[config.mk]
export PLATFORM = sky130hd
export DESIGN_NAME = motor_position_speed_pid
export DESIGN_NICKNAME = d
export VERILOG_FILES = /design/src/mpsp_pkg.sv /design/src/mpsp_front.sv /design/src/mpsp_queue.sv /design/src/mpsp_div.sv /design/src/mpsp_back.sv /design/src/motor_position_speed_pid.sv
export SDC_FILE = /design/constraint.sdc
export NUM_CORES = 1
export LEC_CHECK = 0
export BUFFER_PORTS_ARGS = -buffer_cell sky130_fd_sc_hd__buf_2
export CORE_UTILIZATION = 51
export CTS_CLUSTER_SIZE = 14
export DETAILED_ROUTE_END_ITERATION = 8
export MAX_ROUTING_LAYER = met4
export PLACE_DENSITY = 0.67
export SETUP_SLACK_MARGIN = 0.5
export SLEW_MARGIN = 30
export SYNTH_ARGS = -nofsm -noshare
export SYNTH_HDL_FRONTEND = slang
export SYNTH_SLANG_ARGS = --single-unit
export TNS_END_PERCENT = 30
[constraint.sdc]
create_clock -name clk -period 11.1 [get_ports clk]
set_input_delay 1.665 -clock clk [delete_from_list [all_inputs] [get_ports clk]]
set_output_delay 1.665 -clock clk [all_outputs]
set_load 0.01 [all_outputs]
[src/mpsp_pkg.sv]
// Shared types and constants for the motor position/speed PID channel.
// No dependencies.
package mpsp_pkg;

  localparam int POS_W = 16;
  localparam int PER_W = 16;
  localparam int GAIN_W = 12;
  localparam int E_W = POS_W + 1;
  localparam int CFG_IDX_W = 3;
  localparam int CFG_DATA_W = 16;
  localparam int Q_DEPTH = 2;

  localparam int FRAC_BITS_DEF = 6;
  localparam int INTEG_SAT_BITS_DEF = 15;
  localparam int OUT_SAT_BITS_DEF = 10;
  localparam int SPEED_SHIFT_DEF = 16;

  typedef enum logic [CFG_IDX_W-1:0] {
    REG_TARGET_POSITION = 3'd0,
    REG_SPEED_REF       = 3'd1,
    REG_GAIN_PROP       = 3'd2,
    REG_GAIN_INTEG      = 3'd3,
    REG_GAIN_DERIV      = 3'd4
  } reg_idx_t;

  typedef struct packed {
    logic signed [E_W-1:0] err;
    logic [PER_W-1:0]      period;
    logic                  per_zero;
  } q_item_t;

  typedef struct packed {
    logic signed [POS_W-1:0] speed_ref;
    logic [GAIN_W-1:0]       kp;
    logic [GAIN_W-1:0]       ki;
    logic [GAIN_W-1:0]       kd;
  } loop_cfg_t;

endpackage

[src/mpsp_front.sv]
// Input side: takes a control tick, forms the position error and flags a zero period.
// Depends on mpsp_pkg.
module mpsp_front (
  input  logic                            in_valid,
  output logic                            in_stall,
  input  logic signed [mpsp_pkg::POS_W-1:0] position_count,
  input  logic [mpsp_pkg::PER_W-1:0]      rotation_period,
  input  logic signed [mpsp_pkg::POS_W-1:0] target_position,
  input  logic                            q_full,
  output logic                            push,
  output mpsp_pkg::q_item_t               push_item
);
  import mpsp_pkg::*;

  assign in_stall = q_full;
  assign push = in_valid && !q_full;

  always_comb begin
    push_item.err = E_W'(target_position) - E_W'(position_count);
    push_item.period = rotation_period;
    push_item.per_zero = (rotation_period == '0);
  end

endmodule

[src/mpsp_queue.sv]
// Short FIFO between the front and back ends.
// Depends on mpsp_pkg.
module mpsp_queue (
  input  logic              clk,
  input  logic              rst,
  input  logic              push,
  input  mpsp_pkg::q_item_t push_item,
  output logic              full,
  input  logic              pop,
  output logic              pop_valid,
  output mpsp_pkg::q_item_t pop_item
);
  import mpsp_pkg::*;

  localparam int PTR_W = (Q_DEPTH > 1) ? $clog2(Q_DEPTH) : 1;
  localparam int CNT_W = $clog2(Q_DEPTH + 1);

  q_item_t mem [Q_DEPTH];
  logic [PTR_W-1:0] wr_ptr;
  logic [PTR_W-1:0] rd_ptr;
  logic [CNT_W-1:0] count;

  assign full = (count == CNT_W'(Q_DEPTH));
  assign pop_valid = (count != '0);
  assign pop_item = mem[rd_ptr];

  always_ff @(posedge clk) begin
    if (rst) begin
      wr_ptr <= '0;
      rd_ptr <= '0;
      count <= '0;
    end else begin
      if (push) begin
        wr_ptr <= (wr_ptr == PTR_W'(Q_DEPTH - 1)) ? '0 : wr_ptr + 1'b1;
      end
      if (pop) begin
        rd_ptr <= (rd_ptr == PTR_W'(Q_DEPTH - 1)) ? '0 : rd_ptr + 1'b1;
      end
      if (push && !pop) begin
        count <= count + 1'b1;
      end else if (pop && !push) begin
        count <= count - 1'b1;
      end
    end
  end

  always_ff @(posedge clk) begin
    if (push) begin
      mem[wr_ptr] <= push_item;
    end
  end

`ifndef SYNTHESIS
  a_no_overflow: assert property (@(posedge clk) disable iff (rst) !(push && full))
    else $error("queue push while full");
  a_no_underflow: assert property (@(posedge clk) disable iff (rst) !(pop && !pop_valid))
    else $error("queue pop while empty");
  a_count_range: assert property (@(posedge clk) disable iff (rst) count <= CNT_W'(Q_DEPTH))
    else $error("queue count out of range");
`endif

endmodule

[src/mpsp_div.sv]
// Restoring divider, one quotient bit per cycle: (1 << SPEED_SHIFT) / divisor.
// Depends on mpsp_pkg.
module mpsp_div #(
  parameter int SPEED_SHIFT = mpsp_pkg::SPEED_SHIFT_DEF
) (
  input  logic                       clk,
  input  logic                       rst,
  input  logic                       start,
  input  logic [mpsp_pkg::PER_W-1:0] divisor,
  output logic                       done,
  output logic [SPEED_SHIFT:0]       quotient
);
  import mpsp_pkg::*;

  localparam int SPD_W = SPEED_SHIFT + 1;
  localparam int CNT_W = $clog2(SPD_W + 1);

  logic             busy;
  logic [CNT_W-1:0] cnt;
  logic [SPD_W-1:0] num;
  logic [PER_W-1:0] rem;
  logic [PER_W-1:0] dvs;
  logic [PER_W:0]   trial;
  logic [PER_W:0]   trial_sub;
  logic             fits;

  always_comb begin
    trial = {rem, num[SPD_W-1]};
    fits = (trial >= {1'b0, dvs});
    trial_sub = trial - {1'b0, dvs};
  end

  always_ff @(posedge clk) begin
    if (rst) begin
      busy <= 1'b0;
      done <= 1'b0;
      cnt <= '0;
    end else begin
      done <= 1'b0;
      if (start) begin
        busy <= 1'b1;
        cnt <= '0;
        num <= SPD_W'(1) << SPEED_SHIFT;
        rem <= '0;
        dvs <= divisor;
      end else if (busy) begin
        num <= num << 1;
        rem <= fits ? trial_sub[PER_W-1:0] : trial[PER_W-1:0];
        quotient <= {quotient[SPD_W-2:0], fits};
        cnt <= cnt + 1'b1;
        if (cnt == CNT_W'(SPD_W - 1)) begin
          busy <= 1'b0;
          done <= 1'b1;
        end
      end
    end
  end

endmodule

[src/mpsp_back.sv]
// Back end: speed division, integral update, drive sum and saturation, output register.
// Depends on mpsp_pkg and mpsp_div.
module mpsp_back #(
  parameter int FRAC_BITS      = mpsp_pkg::FRAC_BITS_DEF,
  parameter int INTEG_SAT_BITS = mpsp_pkg::INTEG_SAT_BITS_DEF,
  parameter int OUT_SAT_BITS   = mpsp_pkg::OUT_SAT_BITS_DEF,
  parameter int SPEED_SHIFT    = mpsp_pkg::SPEED_SHIFT_DEF
) (
  input  logic                    clk,
  input  logic                    rst,
  input  logic                    q_valid,
  input  mpsp_pkg::q_item_t       q_item,
  output logic                    pop,
  input  mpsp_pkg::loop_cfg_t     cfg,
  output logic                    out_valid,
  input  logic                    out_stall,
  output logic [OUT_SAT_BITS-1:0] drive_magnitude,
  output logic                    drive_forward
);
  import mpsp_pkg::*;

  localparam int SPD_W = SPEED_SHIFT + 1;
  localparam int DIFF_W = ((POS_W > SPD_W + 1) ? POS_W : SPD_W + 1) + 1;
  localparam int OPND_W = (E_W > DIFF_W) ? E_W : DIFF_W;
  localparam int PROD_W = GAIN_W + 1 + OPND_W;
  localparam int ACC_W = PROD_W + 2;
  localparam logic signed [PROD_W:0] I_HI = (PROD_W + 1)'((1 << (INTEG_SAT_BITS - 1)) - 1);
  localparam logic signed [PROD_W:0] I_LO = ~I_HI;
  localparam logic signed [ACC_W-1:0] O_HI = ACC_W'((1 << (OUT_SAT_BITS - 1)) - 1);
  localparam logic signed [ACC_W-1:0] O_LO = ~O_HI;

  typedef enum logic [6:0] {
    S_IDLE  = 7'b0000001,
    S_DIV   = 7'b0000010,
    S_MUL_I = 7'b0000100,
    S_INTEG = 7'b0001000,
    S_SUM_P = 7'b0010000,
    S_SUM_D = 7'b0100000,
    S_OUT   = 7'b1000000
  } state_t;

  state_t state;
  state_t state_next;

  logic signed [E_W-1:0]            err;
  logic [SPD_W-1:0]                 speed;
  logic signed [INTEG_SAT_BITS-1:0] integral;
  logic signed [PROD_W-1:0]         mul_prod;
  logic signed [ACC_W-1:0]          acc;

  logic                     div_start;
  logic                     div_done;
  logic [SPD_W-1:0]         div_quo;
  logic signed [GAIN_W:0]   mul_a;
  logic signed [OPND_W-1:0] mul_b;
  logic signed [DIFF_W-1:0] diff;
  logic signed [PROD_W:0]   isum;
  logic signed [PROD_W:0]   isat;
  logic signed [ACC_W-1:0]  acc_sh;
  logic signed [ACC_W-1:0]  osat;
  logic [OUT_SAT_BITS-1:0]  drive;
  logic                     out_load;

  mpsp_div #(
    .SPEED_SHIFT(SPEED_SHIFT)
  ) u_div (
    .clk(clk),
    .rst(rst),
    .start(div_start),
    .divisor(q_item.period),
    .done(div_done),
    .quotient(div_quo)
  );

  always_comb begin
    pop = (state == S_IDLE) && q_valid;
    div_start = pop && !q_item.per_zero;
    out_load = (state == S_OUT) && (!out_valid || !out_stall);

    diff = DIFF_W'($signed(cfg.speed_ref)) - DIFF_W'($signed({1'b0, speed}));

    case (state)
      S_MUL_I: begin
        mul_a = $signed({1'b0, cfg.ki});
        mul_b = OPND_W'(err);
      end
      S_INTEG: begin
        mul_a = $signed({1'b0, cfg.kp});
        mul_b = OPND_W'(err);
      end
      S_SUM_P: begin
        mul_a = $signed({1'b0, cfg.kd});
        mul_b = OPND_W'(diff);
      end
      default: begin
        mul_a = '0;
        mul_b = '0;
      end
    endcase

    isum = (PROD_W + 1)'(integral) + (PROD_W + 1)'(mul_prod >>> FRAC_BITS);
    if (isum > I_HI) begin
      isat = I_HI;
    end else if (isum < I_LO) begin
      isat = I_LO;
    end else begin
      isat = isum;
    end

    acc_sh = acc >>> FRAC_BITS;
    if (acc_sh > O_HI) begin
      osat = O_HI;
    end else if (acc_sh < O_LO) begin
      osat = O_LO;
    end else begin
      osat = acc_sh;
    end
    drive = osat[OUT_SAT_BITS-1:0];

    state_next = state;
    case (state)
      S_IDLE: begin
        if (q_valid) begin
          state_next = q_item.per_zero ? S_MUL_I : S_DIV;
        end
      end
      S_DIV: begin
        if (div_done) begin
          state_next = S_MUL_I;
        end
      end
      S_MUL_I: state_next = S_INTEG;
      S_INTEG: state_next = S_SUM_P;
      S_SUM_P: state_next = S_SUM_D;
      S_SUM_D: state_next = S_OUT;
      S_OUT: begin
        if (out_load) begin
          state_next = S_IDLE;
        end
      end
      default: state_next = S_IDLE;
    endcase
  end

  always_ff @(posedge clk) begin
    if (rst) begin
      state <= S_IDLE;
      integral <= '0;
      out_valid <= 1'b0;
    end else begin
      state <= state_next;
      if (state == S_INTEG) begin
        integral <= isat[INTEG_SAT_BITS-1:0];
      end
      if (out_load) begin
        out_valid <= 1'b1;
      end else if (out_valid && !out_stall) begin
        out_valid <= 1'b0;
      end
    end
  end

  always_ff @(posedge clk) begin
    mul_prod <= PROD_W'(mul_a) * PROD_W'(mul_b);
    if (pop) begin
      err <= q_item.err;
      if (q_item.per_zero) begin
        speed <= SPD_W'(1) << SPEED_SHIFT;
      end
    end
    if ((state == S_DIV) && div_done) begin
      speed <= div_quo;
    end
    if (state == S_SUM_P) begin
      acc <= ACC_W'(mul_prod) + ACC_W'(integral);
    end
    if (state == S_SUM_D) begin
      acc <= acc + ACC_W'(mul_prod);
    end
    if (out_load) begin
      drive_magnitude <= drive[OUT_SAT_BITS-1] ? -drive : drive;
      drive_forward <= !drive[OUT_SAT_BITS-1];
    end
  end

`ifndef SYNTHESIS
  a_pop_has_data: assert property (@(posedge clk) disable iff (rst) pop |-> q_valid)
    else $error("pop without queued item");
  a_div_done_state: assert property (@(posedge clk) disable iff (rst) div_done |-> state == S_DIV)
    else $error("divider finished outside divide state");
  a_load_shows: assert property (@(posedge clk) disable iff (rst) out_load |=> out_valid)
    else $error("result load did not raise out_valid");
  a_out_hold: assert property (@(posedge clk) disable iff (rst)
    (state == S_OUT) && out_valid && out_stall |=> state == S_OUT)
    else $error("result left the output state while blocked");
`endif

endmodule

[src/motor_position_speed_pid.sv]
// Top level of one motor channel of the position/speed PID controller.
// Depends on mpsp_pkg, mpsp_front, mpsp_queue, mpsp_back (and mpsp_div below it).
//
// Usage:
//   Configuration: cfg_valid/cfg_ready with cfg_index and cfg_data. Index 0 is the
//   target position, 1 the target speed, 2..4 the P, I and speed gains (12 bits,
//   6 fractional). cfg_ready is always high; unknown indexes are dropped.
//   Write configuration only while the channel is idle.
//   Input: one transfer per control tick on in_valid/in_stall carrying
//   position_count and rotation_period.
//   Output: one transfer per tick on out_valid/out_stall carrying drive_magnitude
//   and drive_forward.
//   Back end: the bit-serial speed divider sets how long an item takes in the back
//   end; a zero period skips the divider. A two-entry queue takes new ticks meanwhile.
//   Reset clears the integral, all configuration registers, the queue and out_valid.
//   While out_stall is high the result holds, the back end waits and the queue fills;
//   in_stall rises when the queue is full.
module motor_position_speed_pid #(
  parameter int FRAC_BITS      = mpsp_pkg::FRAC_BITS_DEF,
  parameter int INTEG_SAT_BITS = mpsp_pkg::INTEG_SAT_BITS_DEF,
  parameter int OUT_SAT_BITS   = mpsp_pkg::OUT_SAT_BITS_DEF,
  parameter int SPEED_SHIFT    = mpsp_pkg::SPEED_SHIFT_DEF
) (
  input  logic                               clk,
  input  logic                               rst,
  input  logic                               cfg_valid,
  output logic                               cfg_ready,
  input  logic [mpsp_pkg::CFG_IDX_W-1:0]     cfg_index,
  input  logic [mpsp_pkg::CFG_DATA_W-1:0]    cfg_data,
  input  logic                               in_valid,
  output logic                               in_stall,
  input  logic signed [mpsp_pkg::POS_W-1:0]  position_count,
  input  logic [mpsp_pkg::PER_W-1:0]         rotation_period,
  output logic                               out_valid,
  input  logic                               out_stall,
  output logic [OUT_SAT_BITS-1:0]            drive_magnitude,
  output logic                               drive_forward
);
  import mpsp_pkg::*;

  logic signed [POS_W-1:0] target_position;
  loop_cfg_t               cfg;
  logic                    push;
  q_item_t                 push_item;
  logic                    q_full;
  logic                    pop;
  logic                    q_valid;
  q_item_t                 q_item;

  assign cfg_ready = 1'b1;

  always_ff @(posedge clk) begin
    if (rst) begin
      target_position <= '0;
      cfg <= '0;
    end else if (cfg_valid && cfg_ready) begin
      case (cfg_index)
        REG_TARGET_POSITION: target_position <= $signed(cfg_data[POS_W-1:0]);
        REG_SPEED_REF:       cfg.speed_ref <= $signed(cfg_data[POS_W-1:0]);
        REG_GAIN_PROP:       cfg.kp <= cfg_data[GAIN_W-1:0];
        REG_GAIN_INTEG:      cfg.ki <= cfg_data[GAIN_W-1:0];
        REG_GAIN_DERIV:      cfg.kd <= cfg_data[GAIN_W-1:0];
        default: ;
      endcase
    end
  end

  mpsp_front u_front (
    .in_valid(in_valid),
    .in_stall(in_stall),
    .position_count(position_count),
    .rotation_period(rotation_period),
    .target_position(target_position),
    .q_full(q_full),
    .push(push),
    .push_item(push_item)
  );

  mpsp_queue u_queue (
    .clk(clk),
    .rst(rst),
    .push(push),
    .push_item(push_item),
    .full(q_full),
    .pop(pop),
    .pop_valid(q_valid),
    .pop_item(q_item)
  );

  mpsp_back #(
    .FRAC_BITS(FRAC_BITS),
    .INTEG_SAT_BITS(INTEG_SAT_BITS),
    .OUT_SAT_BITS(OUT_SAT_BITS),
    .SPEED_SHIFT(SPEED_SHIFT)
  ) u_back (
    .clk(clk),
    .rst(rst),
    .q_valid(q_valid),
    .q_item(q_item),
    .pop(pop),
    .cfg(cfg),
    .out_valid(out_valid),
    .out_stall(out_stall),
    .drive_magnitude(drive_magnitude),
    .drive_forward(drive_forward)
  );

endmodule

==> out/results.ini, run 1 <==
[critical_path]
r2r_start=cfg[36]
path_max_fanout=8
endpoint=u_back.mul_prod[30]
endpoint_kind=flop
cp-startpoint=cfg[36]
rr_endpoint=u_back.mul_prod[30]
critPathMaxStageDelay_ns=0.67
arrival_ns=9.59
critPathLaunchType=flop
cp_slowest_cell=a22oi_1
critical_path_class=flop to flop
required_ns=11.59
ff2ff_setup_slack_ns=2.00
ff2ff_path_depth=33

[layout]
final_nets=3510
final_common_cell=nand2_1
post-route-util_pct=56.4
layout_common_cells=nand2_1, inv_1, nor2_1, fa_1, ha_1
syn2layout_area_growth_pct=8.74
drive_gt1_share_pct=7.60
antenna_cells=0

[drt]
vias_per_cell=5.66
routed_wl_um=69300
routedWlPerCell_um=18.5
vias=21200
drc=4
firstDrtPassIters=9
ant_nets=0
drt_iter0_drc=1337

[grt]
grt_max_degree=81
grt_use_met3_pct=3.03
grt_pass1_wl_um=111000
met1_usage_pct=34.0
met2_usage_pct=44.0
grt_pass1_vias=21300
busiest_layer=met2
overflow=0
grt_antenna_before_repair=0
gr-usage-all-layers_pct=26.6

[power]
power_leakage_nw=13.0
power.density_nw_per_um2=121
worst_ir_drop_vdd_uv=135

[floorplanning]
ioPinCount=70
core_um2=52800
die_w_um=234
placement_rows=84
die_h_um=234
dieArea_um2=54600
start_util_pct=51.9

[synthesis]
async_flop_share_pct=0
yosysTopAreaCellShare_pct=21.6
netlist_instances=3003
seq_area_frac_synth_pct=31.5
yosysUniqueCellTypes=85
synth_area_um2=27400
yosysTopAreaCell=edfxtp_1
ys_seq_elements=332
synth_edf_count=197
synth_area_per_cell_um2=9.11
yosysWarnings=0
synth_area_leaders=edfxtp_1, fa_1, dfxtp_1, ha_1, nand2_1
synth_ff_type=edfxtp_1
synth_nets=3476

[place]
port-buffer-count=68
dp_hpwl_um=54600
globalplace.congestion=0.963

[clocking]
clkTransAtPathRegs_ns=0.06
clk_latency_ns=0.57
cts_resized=0
cts_made_buffers=38
cts_sinks=332
post_cts_buffers=0
max-clock-path-buffers=3
h-tree-depth=2
cts_tree=built
cts_root_buffer=clkbuf_16
hold_buffers=0

[run_status]
status=finished with violations
violations=DRC

[sta]
setup_viol=0
slew_headroom_pct=30.8
fin_crit_sh_pct=82.0
slew_viol_final=0
setup_tns_ns=0
hold_violations=0
finalClockSkew_ns=0.0219
worst_pin_slew_ns=1.04
clock.fmax_mhz=110
rsz0062_at_grt=no
period_needed_ns=9.10

[flow_run]
max-cap-violations=0

[hold_path]
worst_hold_path_type=flop to flop

==> cell type report <==
cell class / instances / area [um^2]
multi-input cells: 2193 / 17000
repair buffers: 92 / 520
flip-flops and latches: 332 / 8620
well taps: 688 / 861
clock buffers: 49 / 1070
clock inverters: 21 / 298
fillers: 4702 / 23000
inverters: 380 / 1430
==> through the flow <==
stage / setup WS [ns] / cells / power, mW / instance area (um^2) / hold slack (ns)
finish: 2.00 / 3755 / 3.59 / 29800 / 0.441
global route: 1.36 / 3755 / 3.75 / 29800 / 0.443
CTS: 2.01 / 3755 / 3.62 / 29800 / 0.439
detailed placement: 2.06 / 3685 / 2.25 / 28400 / 0.424
global placement: 2.28 / 3684 / 2.23 / 28400 / 0.423
floorplan: 3.40 / 3003 / 2.07 / 27400 / 0.417
==> how the worst min path moves through the flow <==
stage / from / cells past startpoint / end / slack, ns
after floorplan: u_back.u_div.quotient[9] / 0 / u_back.u_div.quotient[10] / 0.42
after global placement: u_back.u_div.quotient[13] / 0 / u_back.u_div.quotient[14] / 0.42
after detailed placement: u_back.u_div.quotient[11] / 0 / u_back.u_div.quotient[12] / 0.42
after CTS: u_back.u_div.quotient[11] / 0 / u_back.u_div.quotient[12] / 0.44
after global routing: u_back.u_div.quotient[11] / 0 / u_back.u_div.quotient[12] / 0.44
final: u_back.u_div.quotient[13] / 0 / u_back.u_div.quotient[14] / 0.44
==> logic make-up after synthesis <==
| kind of cell | after synthesis | share of synthesized area [%] |
|---|---|---|
| muxes | 50 | 1.98 |
| other | 1 | 0.0137 |
| DFF | 332 | 31.5 |
| and+or+nand+nor | 977 | 16.0 |
| xor gates and xnor gates | 141 | 4.51 |
| buffers and inverters | 478 | 6.65 |
| AOI/OAI and AO/OA | 606 | 14.5 |
| adders and majority gates | 418 | 24.9 |
==> sequential cells by signal, indices dropped and copies added, names as in the netlist, named ones only <==
signal	flops
u_back.u_div.done	1
u_queue.rd_ptr	1
u_back.integral	15
u_back.state	7
u_back.mul_prod	32
u_queue.mem	68
target_position	16
u_back.out_valid	1
u_back.drive_forward	1
u_back.acc	34
u_back.speed	17
u_back.u_div.rem	16
u_back.drive_magnitude	10
u_back.u_div.busy	1
u_back.u_div.cnt	5
u_queue.wr_ptr	1
cfg	52
u_queue.count	2
u_back.u_div.quotient	17
u_back.u_div.num	1
u_back.u_div.dvs	16
u_back.err	17
==> layer usage <==
layer  routed length (um)  up-vias
met1                30800    10300
met3                 3440      107
li1                     -    10300
met4                 2020        0
met2                33100      601
met5                    0        -
==> synth_stat cells, types with 13 or more instances <==
master	number
nand2b_1	28
a21o_1	47
or2_2	13
clkbuf_1	82
a211oi_1	24
mux2_2	33
nand4_1	20
a22oi_1	21
nand2_1	392
ha_1	207
a31oi_1	13
mux2i_1	17
o21a_1	33
xnor2_1	93
o31ai_1	18
o21ai_0	107
dfxtp_1	135
edfxtp_1	197
inv_1	380
nor2b_1	24
fa_1	210
xor2_1	48
o21bai_1	14
and2_1	37
nor3_1	42
a21oi_1	204
nor2_1	286
nand3_1	43
or3_1	20
nor4_1	15
==> worst max-delay path: cells and delay by family (launching register included) <==
kind	cells	cell delay, ns
buf+inv	6	0.35
compound gates	15	4.24
fa+ha+maj	8	3.53
flops	1	0.34
xor+xnor	2	0.31
simple gates	2	0.24
==> report_power, final <==
| group | switching (mW) | internal [mW] | total [mW] |
|---|---|---|---|
| Clock | 0.544 | 0.816 | 1.36 |
| Sequential | 0.0690 | 1.50 | 1.57 |
| Combinational | 0.388 | 0.272 | 0.661 |
| Total | 1.00 | 2.59 | 3.59 |
No activity file was read; power rests on OpenSTA's default activity.
==> run 2, diff against run 1 <==
==> constraint.sdc (replaced) <==
create_clock -name clk -period 9.4 [get_ports clk]
set_input_delay 1.41 -clock clk [delete_from_list [all_inputs] [get_ports clk]]
set_output_delay 1.41 -clock clk [all_outputs]
set_load 0.01 [all_outputs]
==> run 2 against run 1 <==
Compared with the run above: the run now ends clean; combinational power is 18% higher; critical path depth rose by 1; sequential power increased by 18%; core utilization down 0.14 points; clock power increased by 7%; die area unchanged; largest power group unchanged.
==> out/results.ini, run 2 (same netlist as run 1, synthesis figures left out) <==
[clocking]
cts_root_buffer=clkbuf_16
max-clock-path-buffers=3  ; unchanged
h-tree-depth=2  ; unchanged
clk_latency_ns=0.56  ; about the same
cts_tree=built
cts_made_buffers=38  ; unchanged
cts_sinks=332  ; unchanged
hold_buffers=0  ; unchanged
clkTransAtPathRegs_ns=0.06  ; about the same
post_cts_buffers=0  ; unchanged

[layout]
largest_reg_flops=68  ; unchanged
syn2layout_area_growth_pct=8.47
final_nets=3513  ; +0.085%
top_register=u_queue.mem
largestRegisters=u_queue.mem x68, cfg x52, u_back.acc x34
final_area_um2=29700  ; -0.24%
final_cells=3758  ; +0.080%
post-route-util_pct=56.3  ; -0.14 points
layout_common_cells=nand2_1, inv_1, nor2_1, fa_1, ha_1
final_common_cell=nand2_1
drive_gt1_share_pct=7.59  ; about the same

[power]
p_sw_mw=1.15  ; +14%
seqPwrFrac_pct=45.5  ; +1.8 points
worst_ir_drop_vdd_uv=187  ; +38%
clockPowerShare_pct=35.4  ; -2.5 points
power.density_nw_per_um2=138  ; +14%
netSwitchingFraction_pct=28.0  ; +0.15 points
power_leakage_nw=12.9  ; -0.35%
power_frac_comb_pct=19.2  ; +0.8 points
p_int_mw=2.94  ; +14%

[sta]
period_needed_ns=8.47  ; -0.632 ns
worst_pin_slew_ns=0.992  ; -0.0460 ns
finalClockSkew_ns=0.0257  ; +0.00380 ns
setup_tns_ns=0  ; unchanged
clock.fmax_mhz=118  ; +7.5%
hold_violations=0  ; unchanged
setup_viol=0  ; unchanged
rsz0062_at_grt=no
fin_crit_sh_pct=90.1  ; +8.1 points
slew_headroom_pct=33.8  ; +3.1 points
slew_viol_final=0  ; unchanged

[place]
globalplace.congestion=0.931  ; -3.3%
dp_hpwl_um=52800  ; -3.4%
dp.cells=3688  ; +0.081%
placed_area_um2=28400  ; +0.11%
port-buffer-count=68  ; unchanged

[drt]
drt_iter0_drc=1401  ; +4.8%
vias=21100  ; -0.67%
vias_per_cell=5.61  ; -0.75%
ant_nets=0  ; unchanged
drc=0  ; -4
firstDrtPassIters=8  ; -1
routedWlPerCell_um=17.8  ; -3.5%
routed_wl_um=66900  ; -3.5%

[run_status]
status=completed

[critical_path]
ff2ff_setup_slack_ns=0.93  ; -1.07 ns
endpoint=u_back.mul_prod[30]
path_max_fanout=8  ; unchanged
endpoint_kind=flop
cp-startpoint=cfg[36]
rr_endpoint=u_back.mul_prod[30]
ff2ff_path_depth=34  ; +3.0%
arrival_ns=8.94  ; -0.65 ns
critPathMaxStageDelay_ns=0.54  ; -0.13 ns
cp_slowest_cell=fa_1
critical_path_class=flop to flop
critPathLaunchType=flop
r2r_start=cfg[36]
required_ns=9.87  ; -1.72 ns

[floorplanning]
placement_rows=84  ; unchanged
ioPinCount=70  ; unchanged
dieArea_um2=54600  ; unchanged
die_w_um=234  ; unchanged
start_util_pct=51.9  ; unchanged
core_um2=52800  ; unchanged
die_h_um=234  ; unchanged

[hold_path]
hp-start=u_back.u_div.quotient[12]
worst_hold_path_type=flop to flop

[grt]
grt_antenna_before_repair=0  ; unchanged
grt_pass1_vias=21000  ; -1.5%
overflow=0  ; unchanged
grt_pass1_wl_um=109000  ; -2.4%
gr-usage-all-layers_pct=25.7  ; -0.90 points
grt_max_degree=81  ; unchanged

[flow_run]
max-cap-violations=0  ; unchanged

[run 2: cell count changes in the layout (fill, tap and decap cells not counted), moves of 2 or more]
| cell | previous run | this run |
|---|---|---|
| a21oi_1 | 204 | 202 |
| buf_4 | 24 | 27 |
| a21oi_2 | 1 | 3 |
| clkbuf_1 | 5 | 12 |
| inv_6 | 3 | 1 |
| bufinv_16 | 5 | 1 |
| clkinv_1 | 1 | 4 |
[run 2: repair_timing]
action | 4_1_cts | 5_1_grt
gates resized for setup | 1 | 11
pin swaps | 0 | 1
setup endpoints to repair | 1 | 5
[run 2: per-stage QoR]
stage                     worst slack (ns)  hold slack, ns  power (mW)
after detailed placement             0.544           0.431        2.67
after global placement               0.588           0.420        2.64
after global routing                 0.547           0.463        4.28
after floorplan                       1.70           0.417        2.45
after CTS                            0.659           0.444        4.12
final                                0.932           0.443        4.09
[run 2: layer usage]
metal  share of wire [%]  vias to the layer above  track usage (%)  wire length [um]
li1                    -                    10300                -                 -
met1                  44                    10200             32.4             29800
met2                  49                      507             43.5             32600
met3                 4.1                      122             2.54              2720
met4                 2.7                        0             7.79              1830
met5                   0                        -                -                 0
[run 2: cell type report]
cell class | count | area, um^2
antenna | 1 | 2.50
clock buffer | 56 | 1100
clock inverter | 13 | 116
fill | 4750 | 23100
inverter | 380 | 1430
multi-input combinational | 2193 | 17000
sequential | 332 | 8620
tap | 688 | 861
timing repair buffer | 95 | 549
[run 2: power by group through the flow]
stage                     logic [mW]  registers (mW)  clock network (mW)
after floorplan                0.602            1.85                   0
after global placement         0.756            1.88                   0
after detailed placement       0.780            1.89                   0
after CTS                      0.786            1.86                1.48
after global routing           0.875            1.87                1.54
final                          0.783            1.86                1.45
[run 2: worst min-delay path by stage]
stage,endpoint,slack [ns],cells past startpoint
final,u_back.u_div.quotient[13],0.44,0
after global routing,u_back.u_div.quotient[13],0.46,0
after CTS,u_back.u_div.quotient[9],0.44,0
after detailed placement,u_back.u_div.quotient[15],0.43,0
after global placement,u_back.u_div.quotient[15],0.42,0
after floorplan,u_back.u_div.quotient[10],0.42,0
[run 2: worst max-delay path, delay by kind of cell, from the launching register on]
kind                       cells  cell delay (ns)
AOI/OAI and AO/OA             15             3.72
xor gates and xnor gates       2             0.27
adders and majority gates      8             3.35
buffers and inverters          7             0.60
DFF                            1             0.31
and+or+nand+nor                2             0.11
==> run 3, diff against run 2 <==
--- a/config.mk
+++ b/config.mk
@@ -5,12 +5,11 @@
 export SDC_FILE = /design/constraint.sdc
 export NUM_CORES = 1
 export LEC_CHECK = 0
-export BUFFER_PORTS_ARGS = -buffer_cell sky130_fd_sc_hd__buf_2
-export CORE_UTILIZATION = 51
+export CORE_UTILIZATION = 45
 export CTS_CLUSTER_SIZE = 14
 export DETAILED_ROUTE_END_ITERATION = 8
+export DONT_BUFFER_PORTS = 1
 export MAX_ROUTING_LAYER = met4
-export PLACE_DENSITY = 0.67
 export SETUP_SLACK_MARGIN = 0.5
 export SLEW_MARGIN = 30
 export SYNTH_ARGS = -nofsm -noshare
==> run 3 against run 2 <==
Compared with the run above: combinational power down 2.9%; clock power increased by 6%; register-to-register slack lost 0.07 ns; power increased by 1.8%; sequential share of layout area increased by 0.14 points; setup slack worse by 0.069 ns; maximum frequency is 0.81% lower; largest power group unchanged.
==> out/results.ini, run 3 (same netlist as run 1, synthesis figures left out) <==
[run_status]
status=completed

[sta]
worst_pin_slew_ns=0.882  ; -0.109 ns
setup_viol=0  ; unchanged
slew_viol_final=0  ; unchanged
slew_headroom_pct=41.1  ; +7.2 points
fin_crit_sh_pct=90.8  ; +0.73 points
finalClockSkew_ns=0.0224  ; -0.00331 ns
rsz0062_at_grt=no
setup_tns_ns=0  ; unchanged
hold_violations=0  ; unchanged
period_needed_ns=8.54  ; +0.0689 ns
clock.fmax_mhz=117  ; -0.81%

[drt]
drc=0  ; unchanged
firstDrtPassIters=7  ; -1
routed_wl_um=68300  ; +2.0%
ant_nets=0  ; unchanged
vias_per_cell=5.44  ; -3.0%
routedWlPerCell_um=18.0  ; +1.3%
wl_met3_um=2640  ; -3.1%
route.met2.wl_um=32600  ; about the same
highest-signal-layer=met4
drt_iter0_drc=1218  ; -13%
vias=20600  ; -2.3%
drt-met1-wl_um=30800  ; +3.4%

[place]
globalplace.congestion=0.902  ; -3.2%
dp_hpwl_um=54000  ; +2.2%
port-buffer-count=0  ; -100%

[clocking]
max-clock-path-buffers=3  ; unchanged
clkTransAtPathRegs_ns=0.06  ; about the same
clk_latency_ns=0.59  ; +0.03 ns
cts_root_buffer=clkbuf_16
cts_tree=built
cts_made_buffers=39  ; +2.6%
cts_sinks=332  ; unchanged
h-tree-depth=2  ; unchanged
hold_buffers=0  ; unchanged

[critical_path]
path_max_fanout=10  ; +2
critPathLaunchType=flop
cpMostUsedCell=fa_1
critPathMaxStageDelay_ns=0.74  ; +0.20 ns
arrival_ns=9.00  ; +0.06 ns
cp_slowest_cell=a2111oi_1
endpoint_kind=flop
critical_path_class=flop to flop
ff2ff_path_depth=30  ; -12%
required_ns=9.86  ; about the same

[power]
power.density_nw_per_um2=141  ; +2.3%
power_mw=4.16  ; +1.8%
power_leakage_nw=12.7  ; -1.9%
worst_ir_drop_vdd_uv=170  ; -9.2%

[floorplanning]
die_w_um=249  ; +6.4%
dieArea_um2=61800  ; +13%
core_um2=60200  ; +14%
die_h_um=249  ; +6.4%
placement_rows=90  ; +7.1%
start_util_pct=45.4  ; -6.4 points
ioPinCount=70  ; unchanged

[hold_path]
worst_hold_path_type=flop to flop
whs_path_depth=0  ; unchanged

[flow_run]
max-cap-violations=0  ; unchanged

[layout]
layout_common_cells=nand2_1, inv_1, nor2_1, fa_1, ha_1
nFillCells=5579  ; +17%
syn2layout_area_growth_pct=7.96
top_register=u_queue.mem
largestRegisters=u_queue.mem x68, cfg x52, u_back.acc x34
drive_gt1_share_pct=5.53  ; -2.1 points
post-route-util_pct=49.0  ; -7.2 points
final_nets=3444  ; -2.0%
final_common_cell=nand2_1
largest_reg_flops=68  ; unchanged

[grt]
overflow=0  ; unchanged
grt_pass1_wl_um=109000  ; +0.35%
grt_antenna_before_repair=0  ; unchanged
grt_max_degree=102  ; +26%
gr-usage-all-layers_pct=22.6  ; -3.1 points
grt_pass1_vias=20800  ; -0.73%

run 3: cell count changes in the layout (fill, tap and decap cells not counted), moves of 2 or more:
cell and change:
nor2_4 +2, clkinv_4 +4, clkbuf_8 -2, clkinv_1 -2, clkbuf_1 -2, inv_16 +2, buf_4 -4, buf_2 -67
run 3: timing repair:
item,4_1_cts,5_1_grt
buffers inserted,0,0
gates resized for setup,0,5
endpoints found under the setup margin,0,4
run 3: per-stage QoR:
stage               area, um^2  instances  hold WS (ns)  setup WS (ns)
floorplan                27400       3003         0.417           1.70
global placement         28200       3710         0.421          0.693
detailed placement       28200       3712         0.429          0.668
CTS                      29500       3784         0.443          0.626
global route             29500       3784         0.448          0.520
finish                   29500       3785         0.441          0.863
run 3: layout make-up:
cell class                 instances  area [um^2]  share of cell area [%]
tap                              782          978                    3.31
inverter                         380         1430                    4.83
sequential                       332         8620                    29.2
clock inverter                    19          218                   0.737
clock buffer                      53         1090                    3.69
timing repair buffer              25          211                   0.716
multi-input combinational       2193        17000                    57.5
antenna                            1         2.50                 0.00847
run 3: where the power goes:
part / switching, mW / internal, mW
clock: 0.657 / 0.888
sequential: 0.0836 / 1.77
combinational: 0.441 / 0.318
run 3: metal layers:
metal / up-vias / track usage [%]
li1: 10100 / -
met2: 449 / 38.0
met3: 131 / 2.68
met4: 0 / 7.24
met1: 9889 / 28.3
met5: - / -
run 3: path summary, 6_finish.rpt:
path | end | from | slack (ns)
worst max-delay path | u_back.mul_prod[30] | cfg[36] | 0.86
worst min-delay path | u_back.u_div.quotient[13] | u_back.u_div.quotient[12] | 0.44
worst max register to register | u_back.mul_prod[30] | cfg[36] | 0.86
worst min register to register | u_back.u_div.quotient[13] | u_back.u_div.quotient[12] | 0.44
run 3: critical path: cells and delay by family, from the launching register on:
kind / cells / cell delay [ns]
buffers and inverters: 4 / 0.40
AO/OA/AOI/OAI: 14 / 3.57
flip-flops: 1 / 0.31
AND/OR/NAND/NOR: 3 / 0.38
adder cells (fa/ha/maj): 8 / 3.61
XOR/XNOR: 1 / 0.12
